File: src/hdl/efpr_pkg.sv
// Shared types, widths and codes for the edge-flag polygon rasteriser.
// No dependencies; every other file of the block but efpr_out_if refers to this package.
package efpr_pkg;

  // Buffer geometry default and pixel word layout
  localparam int BufSize   = 128;
  localparam int WordBits  = 32;
  localparam int WordShift = $clog2(WordBits);
  localparam logic [WordBits-1:0] LeftBit = 32'h8000_0000;
  localparam logic [WordShift-1:0] BitMask = 5'b11111;

  // Fixed-point and coordinate widths
  localparam int FracBits = 16;
  localparam int CoordW   = 16;
  localparam int RelW     = CoordW + 1;          // point minus origin
  localparam int DxW      = RelW + 1;            // difference of two relative points
  localparam int CntW     = RelW;                // |dx|, |dy|, first step index
  localparam int DivW     = CntW + FracBits;     // |dx| << 16
  localparam int StepW    = DivW + 1;            // signed x step
  localparam int AccW     = CntW + StepW + 1;    // k * step
  localparam int KW       = 20;                  // signed step indices
  localparam int IterW    = $clog2(DivW + 1);

  // Configuration port
  localparam int PAddrW = 4;
  localparam int PDataW = 32;
  localparam logic [7:0] ClipReset = 8'd128;

  typedef enum logic [1:0] {
    REG_ORIGIN_X   = 2'd0,
    REG_ORIGIN_Y   = 2'd1,
    REG_CLIP_RIGHT = 2'd2
  } reg_idx_e;

  typedef enum logic [1:0] {
    OP_CLEAR = 2'd0,
    OP_PLOT  = 2'd1,
    OP_READ  = 2'd2
  } opcode_e;

  typedef struct packed {
    logic signed [CoordW-1:0] origin_x;
    logic signed [CoordW-1:0] origin_y;
    logic [7:0]               clip_right;
  } cfg_t;

  // Commands of the shared add/shift unit
  typedef enum logic [2:0] {
    ALU_NOP      = 3'd0,
    ALU_DIV_LOAD = 3'd1,
    ALU_DIV_STEP = 3'd2,
    ALU_FIX      = 3'd3,
    ALU_MUL_STEP = 3'd4,
    ALU_ACC      = 3'd5
  } alu_cmd_e;

  typedef struct packed {
    alu_cmd_e          cmd;
    logic [DivW-1:0]   dividend;
    logic [CntW-1:0]   divisor;
    logic              neg;
    logic [CntW-1:0]   mult;
  } alu_req_t;

endpackage

File: src/hdl/efpr_regs.sv
// APB-style configuration registers: origin and right clip edge.
// Depends on efpr_pkg (cfg_t, register indexes).
module efpr_regs (
  input  logic                          clk_i,
  input  logic                          rst_ni,
  input  logic                          psel,
  input  logic                          penable,
  input  logic                          pwrite,
  input  logic [efpr_pkg::PAddrW-1:0]   paddr,
  input  logic [efpr_pkg::PDataW-1:0]   pwdata,
  output logic [efpr_pkg::PDataW-1:0]   prdata,
  output logic                          pready,
  output efpr_pkg::cfg_t                cfg_o
);

  efpr_pkg::cfg_t     cfg_q;
  efpr_pkg::reg_idx_e idx;
  logic               wr_en;

  assign pready = 1'b1;
  assign idx    = efpr_pkg::reg_idx_e'(paddr[efpr_pkg::PAddrW-1:2]);
  assign wr_en  = psel && penable && pwrite;
  assign cfg_o  = cfg_q;

  always_ff @(posedge clk_i or negedge rst_ni) begin
    if (!rst_ni) begin
      cfg_q.origin_x   <= '0;
      cfg_q.origin_y   <= '0;
      cfg_q.clip_right <= efpr_pkg::ClipReset;
    end else if (wr_en) begin
      case (idx)
        efpr_pkg::REG_ORIGIN_X:   cfg_q.origin_x   <= pwdata[efpr_pkg::CoordW-1:0];
        efpr_pkg::REG_ORIGIN_Y:   cfg_q.origin_y   <= pwdata[efpr_pkg::CoordW-1:0];
        efpr_pkg::REG_CLIP_RIGHT: cfg_q.clip_right <= pwdata[7:0];
        default: ;
      endcase
    end
  end

  always_comb begin
    case (idx)
      efpr_pkg::REG_ORIGIN_X:   prdata = {16'b0, cfg_q.origin_x};
      efpr_pkg::REG_ORIGIN_Y:   prdata = {16'b0, cfg_q.origin_y};
      efpr_pkg::REG_CLIP_RIGHT: prdata = {24'b0, cfg_q.clip_right};
      default:                  prdata = '0;
    endcase
  end

endmodule

File: config.mk
export PLATFORM = sky130hd
export DESIGN_NAME = efpr_regs
export DESIGN_NICKNAME = d
export VERILOG_FILES = /design/src/hdl/efpr_pkg.sv /design/src/hdl/efpr_regs.sv
export SDC_FILE = /design/constraint.sdc
export NUM_CORES = 1
export LEC_CHECK = 0
export BUFFER_PORTS_ARGS = -buffer_cell sky130_fd_sc_hd__buf_2
export CAP_MARGIN = 0
export CORE_MARGIN = 2
export CORE_UTILIZATION = 30
export CTS_CLUSTER_SIZE = 24
export DETAILED_ROUTE_END_ITERATION = 6
export PLACE_DENSITY = 0.68
export SLEW_MARGIN = 20
export SYNTH_ARGS = -nofsm -noshare
export SYNTH_HDL_FRONTEND = slang
export SYNTH_SLANG_ARGS = --single-unit
File: constraint.sdc
create_clock -name clk_i -period 0.9 [get_ports clk_i]
set_input_delay 0.045 -clock clk_i [delete_from_list [all_inputs] [get_ports clk_i]]
set_output_delay 0.045 -clock clk_i [all_outputs]
set_load 0.1 [all_outputs]
## Word level (Yosys, flattened, before mapping)

Cells that the tools add are included.

| word-level totals | value |
|---|---|
| flip-flop bits (word level) | 40 |
| input port bits | 41 |
| output and inout port bits | 73 |
| word-level logic and storage cells | 12 |

| cells by class | value |
|---|---|
| eq/ne operators | 2 |
| mux-type cells | 1 |
| reductions and logical operators | 6 |

Operators with widths:

| kind | number |
|---|---|
| 16-bit case mux with 3 select lines | 1 |
| 2-bit AND reduction | 3 |
| 2-bit by 1-bit == test with 1-bit output (second input constant) | 1 |
| 2-bit == test (second input constant) | 1 |
| 1-bit logical AND | 2 |
| 2-bit logical NOT | 1 |

## Longest topological paths before layout

Gate-level depths: netlist of the first run.

| logic depth | value |
|---|---|
| depth after elaboration | 3 |
| gate-level depth with buffers | 5 |
| gate-level depth less buffers | 3 |

## Worst setup path after synthesis of the first run

OpenSTA, ideal clock, no wires.

| timing | value |
|---|---|
| path kind | reg-to-output |
| start | reg cfg_q (netlist bit cfg_o[13]) |
| end | out prdata[5] in the netlist's numbering |
| data arrival time | 3.213 ns |
| required time | 0.855 ns |
| setup slack | -2.358 ns |
| cell stages (with the launch flop) | 3 |
| buffers on the path | 0 |
| cells stage by stage | dfrtp_1 mux2i_1 o21ai_0 |

| on the way | value |
|---|---|
| longest elaborated chain between the ends | 1 |

RTL lines:

| what | RTL line | RTL |
|---|---|---|
| from (decl) | efpr_regs.sv:16 | `efpr_pkg::cfg_t cfg_q;` |
| 16-bit case mux with 3 select lines | efpr_regs.sv:41 | `case (idx)` |
| to (decl) | efpr_regs.sv:11 | `output logic [efpr_pkg::PDataW-1:0] prdata,` |

No other way between the ends.

## Worst setup path after layout of the first run

| timing | value |
|---|---|
| start | reg cfg_q (netlist bit cfg_o[24]) |
| end | out prdata[0] in the netlist's numbering |

The elaborated chain is that of the path after synthesis.

==> results.sh, run 1 <==
export IMPL_cp_start_kind="flip-flop"
export IMPL_p_leak_nw=2.08
export IMPL_core_area_um2=6390
export IMPL_final_antenna_net_count=0
export IMPL_relSlewSlack=0.660
export IMPL_stdcell_count=381
export IMPL_drc_errors=0
export IMPL_cts_tree="built"
export IMPL_dieArea_um2=7320
export IMPL_die_h_um=85.6
export IMPL_p_per_area_nw_per_um2=2970
export IMPL_finalCriticalPeriod_ns=1.30
export IMPL_ys_seq_elements=40
export IMPL_routabilityCongestion=0.748
export IMPL_path_max_fanout=3
export IMPL_ir_drop_mv=1.76
export IMPL_fmax_ghz=0.770
export IMPL_wirelength_um=6610
export IMPL_initial_utilization=0.313
export IMPL_syn_inst=152
export IMPL_grt_pass1_vias=1885
export IMPL_largest_reg_flops=40
export IMPL_finalNetCount=344
export IMPL_crit_type="reg2out"
export IMPL_slew_violations=0
export IMPL_skew_ns=0
export IMPL_placed_cells=350
export IMPL_firstDrtPassIters=4
export IMPL_synth_async_sr_flop_share=1.00
export IMPL_rows=29
export IMPL_post_synth_cell_area_avg_um2=13.1
export IMPL_finalSetupViolCount=87
export IMPL_antenna_found_initial=0
export IMPL_clockBufferDepth=2
export IMPL_setup_ws_ns=-0.399
export IMPL_grt_usage=0.179
export IMPL_vias=1745
export IMPL_antenna_cells=0
export IMPL_holdCritPathClass="in2reg"
export IMPL_rsz0062_at_grt="true"
export IMPL_post_route_period_util=1.44
export IMPL_mostFrequentLayoutCell="buf_12"
export IMPL_maxCapViolations=0
export IMPL_chipWidth_um=85.6
export IMPL_status="finished with violations"
export IMPL_area_growth_pct=141
export IMPL_report_final_hold_viol_count=0
export IMPL_cp_arrival_ns=1.25
export IMPL_clock_sinks=40
export IMPL_synthDistinctLibCells=19
export IMPL_violations="setup timing"
export IMPL_crit_required_ns=0.85
export IMPL_grt_overflow_total=0
export IMPL_synth_enable_flop_cells=0
export IMPL_tightestPinTransition_ns=0.509
export IMPL_yosysSeqAreaShare=0.502
export IMPL_grt_first_pass_wirelength_um=9920
export IMPL_cts_buffers=5
export IMPL_drt_iter0_markers=34
export IMPL_syn_area_um2=2000
export IMPL_top_level_ports=114
export IMPL_cp_end_kind="output port"
export IMPL_vias_per_cell=4.58
export IMPL_grt_start_max_net_pins=41
export IMPL_yosys_warnings=0
export IMPL_ys_flop_type="dfrtp_1"
export IMPL_clk_pin_slew_ns=0.08
export IMPL_drive_gt1_frac=0.895
export IMPL_portBuffers=78
export IMPL_dpl_hpwl_um=4330
export IMPL_p_total_mw=14.3
export IMPL_insertion_delay_ns=0.29
export IMPL_cts_max_level=2
export IMPL_layout_common_cells="buf_12 (59), buf_6 (54), dfrtp_4 (37)"
export IMPL_cts_root_buf="clkbuf_8"
export IMPL_avgRoutedWirePerCell_um=17.3
## per-layer routing
metal	vias to the layer above	track usage	share of wire
met5	-	0	0
met2	52	0.305	0.53
met1	884	0.226	0.41
li1	800	-	-
met3	9	0.0298	0.036
met4	0	0.0750	0.021
## cells in the mapped netlist (2+ instances only)
cell type | number | share of area
conb_1 | 2 | 0.0038
mux2i_1 | 16 | 0.080
buf_4 | 19 | 0.071
dfrtp_1 | 39 | 0.49
mux2_2 | 30 | 0.17
mux2_4 | 10 | 0.075
o21ai_0 | 8 | 0.020
nor2_1 | 8 | 0.015
clkbuf_1 | 2 | 0.0038
nand2_1 | 8 | 0.015
buf_2 | 2 | 0.0050
## path summary, 6_finish.rpt
| path | from | end | slack, ns | depth (start not counted) |
|---|---|---|---|---|
| min | pwdata[5] | cfg_o[5] | 0.01 | 2 |
| min reg2reg | cfg_o[5] | cfg_o[5] | 0.58 | 1 |
| min in group asynchronous | rst_ni | cfg_o[0] | 0.25 | 3 |
| max | cfg_o[24] | prdata[0] | -0.40 | 3 |
| max reg2reg | cfg_o[37] | cfg_o[37] | -0.19 | 3 |
| max in group asynchronous | rst_ni | cfg_o[7] | 0.39 | 3 |
## metrics by stage
stage	hold slack [ns]	area (um2)	utilization	TNS, ns	setup slack (ns)
3_5_place_dp	0.0334	4210	0.659	-15.03	-0.363
5_1_grt	0.00455	4820	0.755	-18.85	-0.425
4_1_cts	0.00103	4630	0.725	-15.92	-0.406
3_3_place_gp	0.0296	4210	0.659	-14.18	-0.347
6_report	0.0121	4820	0.755	-16.98	-0.399
2_1_floorplan	-0.251	2680	-	-15.03	-0.461
## area by class of cell
type	instances	area (um2)
sequential	40	1150
timing repair buffer	154	2130
fill	363	1570
clock inverter	3	42.5
multi-input combinational	102	1330
clock buffer	5	68.8
tap	77	96.3
## cells by family (layout without fill, tap and decap cells)
family                 Yosys count  after routing  share of synthesized area
multiplexers                    56             56                      0.325
flip-flops                      40             40                      0.502
AO/OA/AOI/OAI                    8              8                     0.0201
AND/OR/NAND/NOR                 21             21                     0.0539
buffers and inverters           25            162                     0.0959
other                            2             17                    0.00376
## report_power, final
part	internal (mW)	switching [mW]	total [mW]
Sequential	2.50	0.635	3.13
Clock	0.821	0.659	1.48
Combinational	4.08	5.65	9.72
## timing repair
item | in CTS | in global routing
buffers inserted | 3 | 20
resized for setup | 50 | 31
hold endpoints to repair | 51 | 0
setup endpoints to repair | 73 | 85
hold buffers | 7 | 0
pin swaps | 7 | 12
cloned | 1 | 1
## worst max-delay path, cell delays in order, from the launching register on
cell and delay (ns):
dfrtp_4 0.51, mux2i_4 0.18, o21ai_4 0.08, buf_12 0.18
(Power assumes the default switching activity.)
==> run 2, diff against run 1 <==
--- a/config.mk
+++ b/config.mk
@@ -5,13 +5,13 @@
 export SDC_FILE = /design/constraint.sdc
 export NUM_CORES = 1
 export LEC_CHECK = 0
-export BUFFER_PORTS_ARGS = -buffer_cell sky130_fd_sc_hd__buf_2
 export CAP_MARGIN = 0
 export CORE_MARGIN = 2
-export CORE_UTILIZATION = 30
+export CORE_UTILIZATION = 25
 export CTS_CLUSTER_SIZE = 24
 export DETAILED_ROUTE_END_ITERATION = 6
-export PLACE_DENSITY = 0.68
+export DONT_BUFFER_PORTS = 1
+export PLACE_DENSITY = 0.48
 export SLEW_MARGIN = 20
 export SYNTH_ARGS = -nofsm -noshare
 export SYNTH_HDL_FRONTEND = slang
==> run 2 against run 1 <==
  * Critical endpoint is now prdata[7]
  * The flow finishes with violations (hold timing, setup timing)
  * Die area grew 19%
  * Register-to-register slack lost 0.03 ns
  * Flip-flop and latch count is the same
  * Power shrank 2.5%
  * Largest power group unchanged
  * Critical path depth is the same
  * Routed wire length shrank 3.5%
==> results.sh, run 2 (same netlist as run 1, synthesis figures left out) <==
export IMPL_status="finished with violations"
export IMPL_violations="hold timing, setup timing"
export IMPL_routabilityCongestion=0.690
export IMPL_layout_common_cells="buf_12 (59), buf_6 (42), dfrtp_4 (37)"
export IMPL_holdCritPathClass="in2async"
export IMPL_finalCriticalPeriod_ns=1.28
export IMPL_grt_first_pass_wirelength_um=10000
export IMPL_cp_arrival_ns=1.23
export IMPL_worst_r2r_endpoint="cfg_o[37]"
export IMPL_place_ws_ns=-0.243
export IMPL_finalNetCount=312
export IMPL_r2r_start="cfg_o[37]"
export IMPL_largest_reg_flops=40
export IMPL_portBuffers=0
export IMPL_finalSetupViolCount=79
export IMPL_ctsHoldBuffers=16
export IMPL_cts_max_level=2
export IMPL_skew_ns=0
export IMPL_cp_end_kind="output port"
export IMPL_grt_overflow_total=0
export IMPL_antenna_found_initial=0
export IMPL_holdWs_ns=-0.566
export IMPL_grt_pass1_vias=1756
export IMPL_wirelength_um=6370
export IMPL_slew_violations=0
export IMPL_cp_start_kind="flip-flop"
export IMPL_firstDrtPassIters=4
export IMPL_grt_usage=0.151
export IMPL_setup_ws_ns=-0.377
export IMPL_r2r_cells=3
export IMPL_p_leak_nw=1.91
export IMPL_finish_instance_area_um2=4570
export IMPL_avgRoutedWirePerCell_um=17.0
export IMPL_drive_gt1_frac=0.846
export IMPL_report_final_hold_viol_count=40
export IMPL_area_growth_pct=129
export IMPL_drc_errors=0
export IMPL_crit_chain="nand2_4 -> o21ai_4 -> buf_12"
export IMPL_insertion_delay_ns=0.29
export IMPL_vias=1601
export IMPL_path_max_fanout=2
export IMPL_top_level_ports=114
export IMPL_maxCapViolations=0
export IMPL_post_route_period_util=1.42
export IMPL_clockBufferDepth=2
export IMPL_core_area_um2=7730
export IMPL_cts_buffers=5
export IMPL_ir_drop_mv=1.82
export IMPL_dieArea_um2=8720
export IMPL_cts_root_buf="clkbuf_8"
export IMPL_cts_tree="built"
export IMPL_crit_type="reg2out"
export IMPL_dpl_hpwl_um=3970
export IMPL_antenna_cells=0
export IMPL_die_h_um=93.4
export IMPL_clock_sinks=40
export IMPL_critPathSlowestCell="dfstp_4"
export IMPL_p_per_area_nw_per_um2=3060
export IMPL_final_util=0.592
export IMPL_rsz0062_at_grt="true"
export IMPL_reg2reg_slack_ns=-0.22
export IMPL_initial_utilization=0.258
export IMPL_max_stage_delay_ns=0.64
export IMPL_place_area_um2=3320
export IMPL_drt_iter0_markers=20
export IMPL_final_antenna_net_count=0
export IMPL_chipWidth_um=93.4
export IMPL_grt_start_max_net_pins=41
export IMPL_vias_per_cell=4.28
export IMPL_fmax_ghz=0.783
export IMPL_mostFrequentLayoutCell="buf_12"
export IMPL_crit_required_ns=0.85
export IMPL_clk_pin_slew_ns=0.09
export IMPL_rows=32
[run 2: through the flow]
stage          TNS, ns  total power, mW  cells
6_report        -16.74             14.0    374
4_1_cts         -15.95             13.5    359
3_3_place_gp     -8.06             10.0    310
2_1_floorplan   -15.03             8.69    167
5_1_grt         -18.97             14.4    374
3_5_place_dp     -8.85             10.1    310
[run 2: routing by layer]
layer  up-vias  wire (um)  track usage
met4         0         44       0.0368
li1        725          -            -
met5         -          0            0
met1       802       2690        0.203
met3         6        444       0.0427
met2        68       3190        0.239
[run 2: how the worst max path moves through the flow]
stage / from / to / slack (ns) / depth (start not counted)
after global placement: pwrite / cfg_o[21] / -0.22 / 4
after global routing: cfg_o[29] / prdata[5] / -0.43 / 3
final: cfg_o[7] / prdata[7] / -0.38 / 3
after CTS: cfg_o[7] / prdata[7] / -0.39 / 3
after detailed placement: pwrite / cfg_o[35] / -0.24 / 5
after floorplan: cfg_o[13] / prdata[5] / -0.46 / 2
[run 2: cell type report]
class / count / area, um2
Clock buffer: 5 / 68.8
Clock inverter: 3 / 42.5
Fill cell: 587 / 3150
Multi-Input combinational cell: 102 / 1340
Sequential cell: 40 / 1150
Tap cell: 102 / 128
Timing Repair Buffer: 122 / 1850
[run 2: worst max-delay path, delay by kind of cell, from the launching register on]
family                 cells  cell delay, ns
AOI/OAI and AO/OA          1            0.06
and+or+nand+nor            1            0.05
buffers and inverters      1            0.19
DFF                        1            0.64
[run 2: power by group]
group / total, mW / internal, mW / switching (mW)
Clock: 1.48 / 0.821 / 0.660
Combinational: 9.39 / 3.89 / 5.50
Sequential: 3.11 / 2.49 / 0.611
Total: 14.0 / 7.20 / 6.77
[run 2: what timing repair did]
action	CTS	global route
hold endpoints to repair	80	40
pin swaps	15	1
buffers inserted	25	17
gates resized for setup	143	28
setup endpoints to repair	58	86
