--- src/hdl/efpr_pkg.sv ---
// Shared types, widths and codes for the edge-flag polygon rasteriser.
// No dependencies; every other file of the block but efpr_out_if refers to this package.
package efpr_pkg;

  // Buffer geometry default and pixel word layout
  localparam int BufSize   = 128;
  localparam int WordBits  = 32;
  localparam int WordShift = $clog2(WordBits);
  localparam logic [WordBits-1:0] LeftBit = 32'h8000_0000;
  localparam logic [WordShift-1:0] BitMask = 5'b11111;

  // Fixed-point and coordinate widths
  localparam int FracBits = 16;
  localparam int CoordW   = 16;
  localparam int RelW     = CoordW + 1;          // point minus origin
  localparam int DxW      = RelW + 1;            // difference of two relative points
  localparam int CntW     = RelW;                // |dx|, |dy|, first step index
  localparam int DivW     = CntW + FracBits;     // |dx| << 16
  localparam int StepW    = DivW + 1;            // signed x step
  localparam int AccW     = CntW + StepW + 1;    // k * step
  localparam int KW       = 20;                  // signed step indices
  localparam int IterW    = $clog2(DivW + 1);

  // Configuration port
  localparam int PAddrW = 4;
  localparam int PDataW = 32;
  localparam logic [7:0] ClipReset = 8'd128;

  typedef enum logic [1:0] {
    REG_ORIGIN_X   = 2'd0,
    REG_ORIGIN_Y   = 2'd1,
    REG_CLIP_RIGHT = 2'd2
  } reg_idx_e;

  typedef enum logic [1:0] {
    OP_CLEAR = 2'd0,
    OP_PLOT  = 2'd1,
    OP_READ  = 2'd2
  } opcode_e;

  typedef struct packed {
    logic signed [CoordW-1:0] origin_x;
    logic signed [CoordW-1:0] origin_y;
    logic [7:0]               clip_right;
  } cfg_t;

  // Commands of the shared add/shift unit
  typedef enum logic [2:0] {
    ALU_NOP      = 3'd0,
    ALU_DIV_LOAD = 3'd1,
    ALU_DIV_STEP = 3'd2,
    ALU_FIX      = 3'd3,
    ALU_MUL_STEP = 3'd4,
    ALU_ACC      = 3'd5
  } alu_cmd_e;

  typedef struct packed {
    alu_cmd_e          cmd;
    logic [DivW-1:0]   dividend;
    logic [CntW-1:0]   divisor;
    logic              neg;
    logic [CntW-1:0]   mult;
  } alu_req_t;

endpackage

--- src/hdl/efpr_arith.sv ---
// Shared add/shift unit: restoring divider, shift-add multiplier and x accumulator,
// all through one adder. Depends on efpr_pkg (alu_req_t, widths).
module efpr_arith (
  input  logic                               clk_i,
  input  efpr_pkg::alu_req_t                 req_i,
  output logic signed [efpr_pkg::AccW-1:0]   acc_o
);

  localparam int AccW  = efpr_pkg::AccW;
  localparam int DivW  = efpr_pkg::DivW;
  localparam int CntW  = efpr_pkg::CntW;
  localparam int StepW = efpr_pkg::StepW;

  logic [DivW-1:0]         dq_q;    // dividend shifting out, quotient shifting in
  logic [CntW-1:0]         rem_q;
  logic [CntW-1:0]         dvs_q;
  logic                    neg_q;
  logic signed [StepW-1:0] step_q;
  logic signed [AccW-1:0]  acc_q;
  logic [CntW-1:0]         mlt_q;

  logic [AccW-1:0] op_a;
  logic [AccW-1:0] op_b;
  logic            cin;
  logic [AccW-1:0] sum;
  logic [AccW-1:0] step_ext;
  logic            qbit;

  assign step_ext = {{(AccW-StepW){step_q[StepW-1]}}, step_q};

  always_comb begin
    op_a = '0;
    op_b = '0;
    cin  = 1'b0;
    case (req_i.cmd)
      efpr_pkg::ALU_DIV_STEP: begin
        op_a = AccW'({rem_q, dq_q[DivW-1]});
        op_b = ~AccW'(dvs_q);
        cin  = 1'b1;
      end
      efpr_pkg::ALU_FIX: begin
        op_b = neg_q ? ~AccW'(dq_q) : AccW'(dq_q);
        cin  = neg_q;
      end
      efpr_pkg::ALU_MUL_STEP: begin
        op_a = AccW'(acc_q) << 1;
        op_b = mlt_q[CntW-1] ? step_ext : '0;
      end
      efpr_pkg::ALU_ACC: begin
        op_a = AccW'(acc_q);
        op_b = step_ext;
      end
      default: ;
    endcase
  end

  assign sum  = op_a + op_b + AccW'(cin);
  assign qbit = ~sum[AccW-1];

  always_ff @(posedge clk_i) begin
    case (req_i.cmd)
      efpr_pkg::ALU_DIV_LOAD: begin
        dq_q  <= req_i.dividend;
        rem_q <= '0;
        dvs_q <= req_i.divisor;
        neg_q <= req_i.neg;
      end
      efpr_pkg::ALU_DIV_STEP: begin
        rem_q <= qbit ? sum[CntW-1:0] : {rem_q[CntW-2:0], dq_q[DivW-1]};
        dq_q  <= {dq_q[DivW-2:0], qbit};
      end
      efpr_pkg::ALU_FIX: begin
        step_q <= $signed(sum[StepW-1:0]);
        acc_q  <= '0;
        mlt_q  <= req_i.mult;
      end
      efpr_pkg::ALU_MUL_STEP: begin
        acc_q <= $signed(sum);
        mlt_q <= {mlt_q[CntW-2:0], 1'b0};
      end
      efpr_pkg::ALU_ACC: acc_q <= $signed(sum);
      default: ;
    endcase
  end

  assign acc_o = acc_q;

endmodule

--- config.mk ---
export PLATFORM = sky130hd
export DESIGN_NAME = efpr_arith
export DESIGN_NICKNAME = d
export VERILOG_FILES = /design/src/hdl/efpr_pkg.sv /design/src/hdl/efpr_arith.sv
export SDC_FILE = /design/constraint.sdc
export NUM_CORES = 1
export LEC_CHECK = 0
export BUFFER_PORTS_ARGS = -buffer_cell sky130_fd_sc_hd__buf_2
export CORE_MARGIN = 2
export CORE_UTILIZATION = 45
export DETAILED_ROUTE_END_ITERATION = 8
export PLACE_DENSITY = 0.62
export SETUP_SLACK_MARGIN = 0.15
export SLEW_MARGIN = 0
export SYNTH_ARGS = -nofsm -noshare
export SYNTH_HDL_FRONTEND = slang
export SYNTH_SLANG_ARGS = --single-unit
--- constraint.sdc ---
create_clock -name clk_i -period 6.42 [get_ports clk_i]
set_input_delay 1.284 -clock clk_i [delete_from_list [all_inputs] [get_ports clk_i]]
set_output_delay 1.284 -clock clk_i [all_outputs]
set_load 0.02 [all_outputs]
== Word-level counts from Yosys, hierarchy flattened ==
Cells that the tools add are included.

* Flip-flop bits (word level): 171

* $add $sub $neg: 2
* Equality and inequality tests: 5
* Muxes and demuxes: 10
* Bitwise logic cells: 3
* Reductions and logical operators: 4

{| class="wikitable"
|+ Operators with widths
! cell !! number
|-
| $pmux 52 s4 || 1
|-
| $pmux 52 s3 || 1
|-
| $mux 52 || 2
|-
| $pmux 52 s2 || 1
|-
| $pmux 17 s2 || 2
|-
| $pmux 33 s2 || 1
|-
| $add 52x1->52 || 1
|-
| $add 52x52->52 || 1
|-
| $not 17->52 || 1
|-
| $not 33->52 || 1
|-
| $mux 17 || 1
|-
| $eq 3x2->1 const B || 2
|-
| $eq 3x3->1 const B || 2
|-
| $reduce_bool 2->1 || 3
|-
| $eq 3x1->1 const B || 1
|-
| $pmux 1 s2 || 1
|-
| $reduce_or 2->1 || 1
|-
| $not 1->1 || 1
|}

== Logic depth before layout (Yosys ltp) ==
Gate-level depths: netlist (run 1).

* Word-level depth: 7
* Gate-level depth with buffers: 20

== Worst setup path before layout (run 1) ==
OpenSTA, ideal clock, no wires.

* Path type: input port to flip-flop
* Start: in req_i[68] in the netlist's numbering
* End: reg rem_q[2] (data pin)
* Arrival time: 5.513 ns
* Data required time: 6.150 ns
* Setup slack: 0.637 ns
* Cell stages on the path: 18
* Buffers on the path: 5
* Cell sequence: clkbuf_1 clkbuf_1 nand3b_1 clkinv_1 buf_1 a221o_1 ha_1 a21o_1 a21o_1 a21oi_2 nor3_1 nor3_4 o21ai_4 a31o_2 a311oi_2 buf_6 buf_12 o32ai_1

* Longest elaborated chain between the ends: 6
* Elaborated cells between the ends (all ways): 12
* Classes of those cells: add/sub (2); eq/ne (5); mux (5)

{| class="wikitable"
|+ RTL lines
! element !! line !! text
|-
| from (decl) || efpr_arith.sv:5 || <nowiki>input efpr_pkg::alu_req_t req_i,</nowiki>
|-
| $eq 3x3->1 (tied with other cells) || efpr_arith.sv:35 || <nowiki>case (req_i.cmd)</nowiki>
|-
| $pmux 52 s4 / $pmux 52 s3 (equally long branches) || efpr_arith.sv:35 ||
|-
| $add 52x52->52 || efpr_arith.sv:57 || <nowiki>assign sum = op_a + op_b + AccW'(cin);</nowiki>
|-
| $add 52x1->52 || efpr_arith.sv:57 ||
|-
| $mux 17 || efpr_arith.sv:69 || <nowiki>rem_q <= qbit ? sum[CntW-1:0] : {rem_q[CntW-2:0], dq_q[DivW-1]};</nowiki>
|-
| $pmux 17 s2 (*) || efpr_arith.sv:61 || <nowiki>case (req_i.cmd)</nowiki>
|-
| to (signal assigned) || efpr_arith.sv:69 ||
|-
| to (decl) || efpr_arith.sv:15 || <nowiki>logic [CntW-1:0] rem_q;</nowiki>
|}

Every way passes the cells marked *; elsewhere a longest branch is shown, timed or not.
A chain may end at the register's enable or synchronous reset.

== Worst setup path in the final report (run 1) ==
* Start: in req_i[68] in the netlist's numbering
* End: reg acc_q[46], in the netlist acc_o[46] (data pin)

* Longest elaborated chain between the ends: 5
* Elaborated cells between the ends (all ways): 11
* Classes of those cells: add/sub (2); eq/ne (4); mux (4); reduce/logical (1)

{| class="wikitable"
|+ RTL lines
! element !! line !! text
|-
| $eq 3x3->1 (tied with other cells) || efpr_arith.sv:35, efpr_arith.sv:61 ||
|-
| $pmux 52 s4 / $pmux 52 s3 (equally long branches) || efpr_arith.sv:35 ||
|-
| $add 52x52->52 || efpr_arith.sv:57 ||
|-
| $add 52x1->52 || efpr_arith.sv:57 ||
|-
| $pmux 52 s2 (*) || efpr_arith.sv:61 ||
|-
| to (signal assigned) || efpr_arith.sv:78 || <nowiki>acc_q <= $signed(sum);</nowiki>
|-
| to (signal assigned) || efpr_arith.sv:81 || <nowiki>efpr_pkg::ALU_ACC: acc_q <= $signed(sum);</nowiki>
|-
| to (decl) || efpr_arith.sv:19 || <nowiki>logic signed [AccW-1:0] acc_q;</nowiki>
|}

Marks and branches as above.

==> summary.txt, run 1 <==
Route
  – Drc violations: 0
  – WL/cell: 18.3 um
  – Final ANT Viol Nets: 0
  – Avg Vias per Cell: roughly 5.7
  – DRC marker count from the first detailed-route iteration: 629
  – Routed vias: 8526
  – Routed Wire Length: 27600 um
  – Drt first pass iters: 7

Placement
  – Post-DP HPWL: 19600 um
  – IO Port Bufs: ~120
  – Gpl congestion: 0.899
  – Cell Area, Placed: 11900 um2

Pwr
  – Pwr Density: 233 nW/um2
  – Overall power: 2.91 mW
  – Maximum VDD drop: 0.000164 V
  – Leakage power: 5.22 nW

STA
  – Final TNS setup: 0 ns
  – Max Slew Vio Count: 0
  – Min Tclk post-route: approximately 5 ns
  – Slew margin rel.: 53.2%
  – Final Cycle Share: 79.9%
  – Slew @ Worst Pin: 0.696 ns
  – Peak Freq: between 150 and 200 MHz
  – Final hold vios: 0
  – Worst Clk Skew: 0.0113 ns
  – RSZ-0062 raised after global routing: no
  – Endpoints failing setup: 0

Cells and area
  – Fin nets: approximately 1300
  – Commonest non-fill, non-tap cells in the layout: nand2_1 (194), edfxtp_1 (171), buf_2 (122)
  – Core Util, Final: 52.0%
  – Area of all placed cells without fillers: around 13000 um2
  – Layout area overhead: 14.1%
  – Fillers: 2303
  – Share of cells above drive strength 1: 18.6%
  – Diode count: 0
  – Commonest non-fill, non-tap cell in the layout: nand2_1

CTS
  – CTS tree: built
  – Hold buffer count at CTS: 0
  – Cts bufs inserted: 17
  – Clock slew at reported path FFs: 0.08 ns
  – Clk_lat worst skew: roughly 0.44 ns
  – Worst-case clock buffer depth: 2
  – Clk root buf: clkbuf_16
  – Postcts setup bufs: 0
  – Clock sinks: approximately 170
  – H-tree Lvls: 4
  – Post_cts resized: 0

Worst hold path
  – Hold path depth: 1
  – Hold_sp: mlt_q[14]
  – Hold path endpoint: mlt_q[15]
  – Hold Path Class: reg2reg

Synth
  – Cells after Synth: approximately 1100
  – Avg Inst Size Synth: 10.3 um2
  – #FFs+latches synth: 171
  – Synth warn: 0
  – Synth Net Count: 1189
  – Post-synth EDFFs: 171
  – Async SR Flop Fraction: 0%
  – Mapped Area: 11000 um2
  – Most used DFF post-synth: edfxtp_1
  – Synth unique cells: 76
  – Post-synthesis sequential area ratio: a little under half

Setup path
  – Register-to-Register Setup Slack: around 2.0 ns
  – CP Data Required Time: 6.58 ns
  – Reg2Reg Depth: 15
  – Crit path arrival time: 5.29 ns
  – R2r endpoint: acc_o[46]
  – CP Class: in2reg
  – Worst Path Max Fanout: 34
  – Worst setup SP type: input port
  – Crit Reg-Reg Startpoint: mlt_q[16]
  – CP Capture Type: flip-flop

Floorplan
  – Initial core utilization: roughly 46%
  – Die W: 160 um
  – Core area: 24100 um2
  – Die ar.: 25700 um2
  – Site row count: between 50 and 60
  – Chip Height: 160 um
  – I/O pin count: roughly 120

GRT
  – First-pass GRT wire length: 44300 um
  – Pin count of the biggest net entering global routing: 57
  – Vias in the first global route: ~8400
  – Total global-route track usage: between 20% and 30%
  – GR Overflow Total: 0
  – Initial antenna violation count: 0

Run status
  – Outcome: finished clean

Run
  – Max_cap viols: 0
-- cell type report --
type	instances	area (um2)	share of cell area [%]
inverters	19	71.3	0.569
multi-input cells	819	5550	44.3
clock inverters	15	155	1.24
flip-flops and latches	171	5130	41.0
repair buffers	142	786	6.27
well taps	324	405	3.24
clock buffers	17	425	3.40
-- worst max path at each step --
| stage | slack (ns) | start | to |
|---|---|---|---|
| 2_1_floorplan | 0.64 | req_i[68] | rem_q[2] |
| 3_3_place_gp | 0.95 | req_i[68] | acc_o[44] |
| 3_5_place_dp | 0.90 | req_i[68] | acc_o[44] |
| 4_1_cts | 1.35 | req_i[68] | acc_o[46] |
| 5_1_grt | 1.09 | req_i[68] | dq_q[0] |
| 6_report | 1.29 | req_i[68] | acc_o[46] |
-- worst max-delay path, cell delays in order --
cell       delay (ns)
buf_4            0.25
nor2_1           0.36
nor2_8           0.19
nand2_1          0.10
o221ai_1         0.13
fa_1             0.46
fa_1             0.42
a21o_1           0.23
a311o_1          0.39
and3b_1          0.21
o211a_1          0.30
o2111ai_2        0.29
a31oi_1          0.20
o21bai_1         0.24
a21o_1           0.15
a21oi_1          0.05
-- registers in the layout, indices dropped and copies added (netlist names) --
signal  cells
acc_o      52
step_q     34
dq_q       33
dvs_q      17
mlt_q      17
rem_q      17
neg_q       1
-- layer usage --
metal  GRT usage [%]  vias to the layer above  routed length, um
li1                -                     4120                  -
met1            30.4                     4144              13000
met2            35.1                      233              12700
met3            3.53                       29               1420
met4            6.18                        0                453
met5               0                        -                  0
-- metrics by stage --
| stage | hold slack (ns) | cells | setup slack (ns) |
|---|---|---|---|
| finish | 0.551 | 1507 | 1.29 |
| global route | 0.572 | 1507 | 1.09 |
| CTS | 0.555 | 1507 | 1.35 |
| detailed placement | 0.536 | 1475 | 0.896 |
| global placement | 0.530 | 1475 | 0.947 |
| floorplan | 0.523 | 1065 | 0.637 |
-- cell usage after synthesis (all sizes together) (15+ instances only) --
library cell,n,area share (%)
buf,22,1.1
mux2,17,1.7
clkbuf,34,1.2
mux2i,68,6.2
o221ai,19,1.5
xor2,31,2.5
a21o,21,1.5
ha,50,5.7
nor2,79,2.9
a221o,17,1.6
nand2,197,6.8
a21oi,58,2.7
o21ai,50,2.4
edfxtp,171,47
xnor2,43,3.6
nor3,15,0.83
inv,18,0.62
and2,36,2.1
-- cells by family after synthesis --
kind of cell / count (synthesis) / share of synthesized area (%)
muxes: 85 / 7.94
xor gates and xnor gates: 74 / 6.07
adders and majority gates: 52 / 6.06
and+or+nand+nor: 382 / 15.9
buffers and inverters: 75 / 2.91
AOI/OAI and AO/OA: 226 / 14.3
DFF: 171 / 46.8
-- power breakdown --
| group | internal (mW) | switching, mW |
|---|---|---|
| Clock | 0.519 | 0.514 |
| Sequential | 1.31 | 0.0379 |
| Combinational | 0.200 | 0.329 |
| Total | 2.03 | 0.881 |
Power figures use the tool's default switching activity.
==> run 2: changes to the inputs <==
ABC_AREA = 1   (was unset)
PLACE_DENSITY = 0.64   (was 0.62)
clock period = 4.56 ns   (was 6.42 ns; I/O delays follow)
==> summary.txt, run 2 <==
STA
  – Max Slew Vio Count: 0
  – RSZ-0062 raised after global routing: no
  – Slew @ Worst Pin: 0.710 ns
  – Endpoints failing setup: 0
  – Final hold vios: 0
  – Slew margin rel.: between 50 and 60%
  – Final Cycle Share: a little under nine tenths
  – Worst Clk Skew: 0.0140 ns
  – Final TNS setup: 0 ns
  – Min Tclk post-route: 3.89 ns
  – Peak Freq: 257 MHz

CTS
  – H-tree Lvls: 4
  – Clk root buf: clkbuf_16
  – Clk_lat worst skew: 0.44 ns
  – Post_cts resized: 0
  – Clock slew at reported path FFs: 0.08 ns
  – Clock sinks: 171
  – Postcts setup bufs: 0
  – Hold buffer count at CTS: 0
  – Cts bufs inserted: 17
  – Worst-case clock buffer depth: 2
  – CTS tree: built

Synth
  – Synth Net Count: 1635
  – Post-synthesis sequential area ratio: 43.8%
  – Synth unique cells: 39
  – Async SR Flop Fraction: 0%
  – Post-synth top area cell: edfxtp_1
  – Synth cell count leaders: nand2_1 (440), inv_1 (223), nor2_1 (196)
  – Avg Inst Size Synth: around 7.8 um2
  – Top-count cell post-synth: nand2_1
  – Most used DFF post-synth: edfxtp_1
  – Cells after Synth: between 1500 and 2000
  – Mapped Area: 11700 um2
  – Post-synth EDFFs: 171
  – #FFs+latches synth: 171
  – Synth warn: 0
  – Yosys top cell area share: a little over two fifths
  – Synth area leaders: edfxtp_1 (44%), nand2_1 (14%), inv_1 (7.1%), nor2_1 (6.3%), ha_1 (5.3%)

Route
  – Routed Wire Length: 34400 um
  – WL/cell: 17.3 um
  – Drt first pass iters: 5
  – Routed vias: 10300
  – Drc violations: 0
  – Final ANT Viol Nets: 0
  – DRC marker count from the first detailed-route iteration: slightly above 800
  – Avg Vias per Cell: 5.18

Pwr
  – Pwr Density: 311 nW/um2
  – Clk network pwr share: 36.2%
  – Comb power frac: 18.5%
  – Int Power: 2.93 mW
  – Leakage power: 6.07 nW
  – Total net switching power: 1.25 mW
  – Maximum VDD drop: 0.000236 V
  – Reg power frac: 45.3%
  – Net Sw Frac: 29.9%

Cells and area
  – Register cell area after layout: 5130 um2
  – Layout area overhead: 14.9%
  – Share of cells above drive strength 1: 12.8%
  – Fin nets: between 1500 and 2000
  – Commonest non-fill, non-tap cell in the layout: nand2_1
  – Area of the multi-input gates: 5550 um2
  – Max FFs per register: 52
  – Fin cells: 1988
  – Commonest non-fill, non-tap cells in the layout: nand2_1 (439), inv_1 (223), nor2_1 (194)
  – Fillers: 2580
  – Diode count: 0

GRT
  – Initial antenna violation count: 0
  – GR Overflow Total: 0
  – Pin count of the biggest net entering global routing: 43
  – Total global-route track usage: 26.0%
  – First-pass GRT wire length: around 54000 um
  – Vias in the first global route: 10000

Floorplan
  – Chip Height: roughly 170 um
  – Die ar.: 27300 um2
  – I/O pin count: between 100 and 150
  – Initial core utilization: 45.3%
  – Core area: 25800 um2
  – Site row count: 59
  – Die W: ~170 um

Worst hold path
  – Hold_sp: mlt_q[4]
  – Hold Path Class: reg2reg

Placement
  – Post-DP HPWL: about 27000 um
  – Gpl congestion: 0.974
  – Placed cells: ~2000
  – IO Port Bufs: 123

Run
  – Max_cap viols: 0

Run status
  – Outcome: finished clean

Setup path
  – Crit Reg-Reg Startpoint: neg_q
  – CP Class: in2reg
  – Worst Path Max Fanout: 8
  – CP Data Required Time: ~4.7 ns
  – Crit path arrival time: 4.06 ns
  – Worst setup SP type: input port
  – Critical Path Source: req_i[70]
  – CP Capture Type: flip-flop
==> run 2: cell types whose count changed after synthesis, moves of 17 or more <==
cell and delta:
mux2i_1 -68, nand2_1 +244, a221o_1 -17, inv_1 +205
nor2_1 +120, o22ai_1 +32, nand3_1 +40, and2_1 -32
o211ai_1 +17, mux2_2 -17
==> run 2: area by class of cell <==
| cell class | instances | area share (%) |
|---|---|---|
| Clock buffer | 19 | 3.22 |
| Multi-Input combinational cell | 1064 | 41.3 |
| Tap cell | 335 | 3.11 |
| Timing Repair Buffer | 155 | 6.64 |
| Clock inverter | 13 | 1.16 |
| Sequential cell | 171 | 38.2 |
| Inverter | 231 | 6.44 |
==> run 2: critical path: stages <==
cell,delay [ns]
buf_2,0.17
inv_2,0.06
nand2_1,0.16
nor2_4,0.09
inv_2,0.19
o221ai_1,0.18
fa_1,0.48
fa_1,0.45
nand3_1,0.11
nand2_1,0.08
nand2_1,0.07
o211ai_1,0.23
nand2_1,0.12
nand2_1,0.18
a21oi_1,0.28
xor2_1,0.23
nor2_1,0.06
==> run 2: metal layers <==
metal	global-route usage, %	part of all wire, %
met2	42.2	46
met4	7.95	2.1
met3	4.17	5.6
met1	35.9	46
met5	0	0
==> run 2: cell families after synthesis <==
group / synth area share [%]
and+or+nand+nor: 24.4
buffers and inverters: 9.07
AOI/OAI and AO/OA: 12.1
DFF: 43.8
xor gates and xnor gates: 4.93
adders and majority gates: 5.68
==> run 2: final timing paths <==
path                            cells past startpoint   endpoint  slack, ns
worst max-delay path                               17  acc_o[24]       0.67
worst min-delay path                                2   mlt_q[5]       0.51
worst min register to register                      2   mlt_q[5]       0.51
worst max register to register                     14  acc_o[24]       0.81
==> run 2: power by group through the flow <==
| stage | clock [mW] | sequential (mW) | combinational, mW |
|---|---|---|---|
| 2_1_floorplan | 0 | 1.96 | 0.488 |
| 3_3_place_gp | 0 | 1.93 | 0.761 |
| 3_5_place_dp | 0 | 1.93 | 0.768 |
| 4_1_cts | 1.53 | 1.89 | 0.773 |
| 5_1_grt | 1.60 | 1.90 | 0.867 |
| 6_report | 1.51 | 1.89 | 0.773 |
==> run 2: through the flow <==
step / total power, mW / util [%] / setup WS (ns) / cell area [um2] / hold slack, ns
after floorplan: 2.45 / - / 0.378 / 11700 / 0.487
after global placement: 2.69 / 49.8 / 0.305 / 12900 / 0.493
after detailed placement: 2.70 / 49.8 / 0.259 / 12900 / 0.498
after CTS: 4.20 / 52.1 / 0.711 / 13500 / 0.510
after global routing: 4.37 / 52.1 / 0.479 / 13500 / 0.516
final: 4.18 / 52.1 / 0.674 / 13500 / 0.505
==> run 3: changes to the inputs <==
PLACE_DENSITY = 0.72   (was 0.64)
==> summary.txt, run 3 (synthesis gave the netlist of run 2 again) <==
Run status
  – Outcome: finished clean

CTS
  – Worst-case clock buffer depth: 2
  – Cts bufs inserted: 17
  – H-tree Lvls: 4
  – Postcts setup bufs: 0
  – Clk root buf: clkbuf_16
  – Hold buffer count at CTS: 0
  – Clk_lat worst skew: 0.43 ns
  – CTS tree: built
  – Clock sinks: between 150 and 200
  – Clock slew at reported path FFs: 0.07 ns
  – Post_cts resized: 0

Floorplan
  – Chip Height: roughly 170 um
  – Initial core utilization: 45.3%
  – I/O pin count: about 120
  – Site row count: 59
  – Die ar.: 27300 um2
  – Die W: 165 um
  – Core area: around 26000 um2

STA
  – Final TNS setup: 0 ns
  – Slew margin rel.: 53.6%
  – Worst Clk Skew: 0.0129 ns
  – Final hold vios: 0
  – Peak Freq: 257 MHz
  – Final Cycle Share: 85.3%
  – Min Tclk post-route: a little under 4 ns
  – Slew @ Worst Pin: 0.694 ns
  – Endpoints failing setup: 0
  – Max Slew Vio Count: 0
  – Hold Worst Slack: 0.508 ns
  – RSZ-0062 raised after global routing: no

Setup path
  – Crit path arrival time: 4.08 ns
  – CP Class: in2reg
  – Worst setup SP type: input port
  – CP Data Required Time: 4.75 ns
  – Worst Path Max Fanout: 60
  – CP Capture Type: flip-flop

Route
  – Avg Vias per Cell: between 5 and 6
  – Drt first pass iters: 5
  – Final ANT Viol Nets: 0
  – Drc violations: 0
  – Routed vias: between 10000 and 15000
  – Routed Wire Length: 35600 um
  – WL/cell: 17.9 um
  – DRC marker count from the first detailed-route iteration: 935

Cells and area
  – Commonest non-fill, non-tap cell in the layout: nand2_1
  – Layout area overhead: 15.5%
  – Diode count: 0
  – Commonest non-fill, non-tap cells in the layout: nand2_1 (439), inv_1 (223), nor2_1 (194)
  – Core Util, Final: 52.4%
  – Fin cells: 1988
  – Fin nets: around 1800
  – Share of cells above drive strength 1: 12.9%
  – Max FFs per register: 52

Placement
  – Post-DP HPWL: 27100 um
  – Gpl congestion: 1.00
  – IO Port Bufs: 123
  – Placed cells: 1957

GRT
  – GR Overflow Total: 0
  – Pin count of the biggest net entering global routing: 67
  – Initial antenna violation count: 0
  – Total global-route track usage: 26.7%
  – First-pass GRT wire length: around 56000 um
  – Vias in the first global route: 10400

Worst hold path
  – Hold Path Class: reg2reg

Pwr
  – Leakage power: 6.12 nW
  – Int Power: 3.04 mW
  – Net Sw Frac: 29.3%
  – Reg power frac: 44.1%
  – Clk network pwr share: 37.7%
  – Overall power: about 4.3 mW
  – Maximum VDD drop: 0.000234 V
  – Pwr Density: roughly 320 nW/um2
  – Comb power frac: a little under a fifth
  – Total net switching power: 1.26 mW

Run
  – Max_cap viols: 0
[run 3: cell type report]
cell class                      count  area (um2)
Timing Repair Buffer              156         926
Inverter                          231         867
Clock inverter                     14         204
Sequential cell                   171        5130
Tap cell                          335         419
Fill cell                        2511       12300
Multi-Input combinational cell   1064        5550
Clock buffer                       17         425
[run 3: worst max-delay path, cell delays in order]
cell	delay, ns
buf_2	0.17
inv_2	0.06
nand2_1	0.16
nor2_4	0.07
inv_2	0.10
buf_12	0.26
o221ai_1	0.18
ha_1	0.37
nand2_1	0.12
nor2_1	0.17
inv_1	0.10
nor3_1	0.46
nand2_1	0.11
nand2_1	0.25
nand3_1	0.12
nand3_1	0.22
nand2_1	0.09
nand2_1	0.06
nor2_1	0.04
[run 3: metrics by stage]
stage                     setup slack [ns]  area, um2
after floorplan                      0.378      11700
after global placement               0.355      12900
after detailed placement             0.337      12900
after CTS                            0.777      13500
after global routing                 0.459      13500
final                                0.671      13500
[run 3: final timing paths]
| path | from | end | slack (ns) | cells past startpoint |
|---|---|---|---|---|
| min | mlt_q[8] | mlt_q[9] | 0.51 | 2 |
| max | req_i[70] | acc_o[49] | 0.67 | 19 |
| max reg2reg | neg_q | acc_o[51] | 0.79 | 15 |
| min reg2reg | mlt_q[8] | mlt_q[9] | 0.51 | 2 |
[run 3: layer usage]
layer / GRT usage, % / up-vias / wire [um]
met4: 9.13 / 2 / 964
met3: 4.50 / 60 / 2400
met5: 1.33 / - / 47
met2: 44.4 / 386 / 16600
met1: 35.4 / 4842 / 15600
li1: - / 5219 / -
[run 3: power groups by stage]
stage	clock (mW)	sequential, mW	combinational, mW
floorplan	0	1.96	0.488
global placement	0	1.93	0.761
detailed placement	0	1.93	0.774
CTS	1.64	1.90	0.780
global route	1.70	1.90	0.869
finish	1.62	1.90	0.783
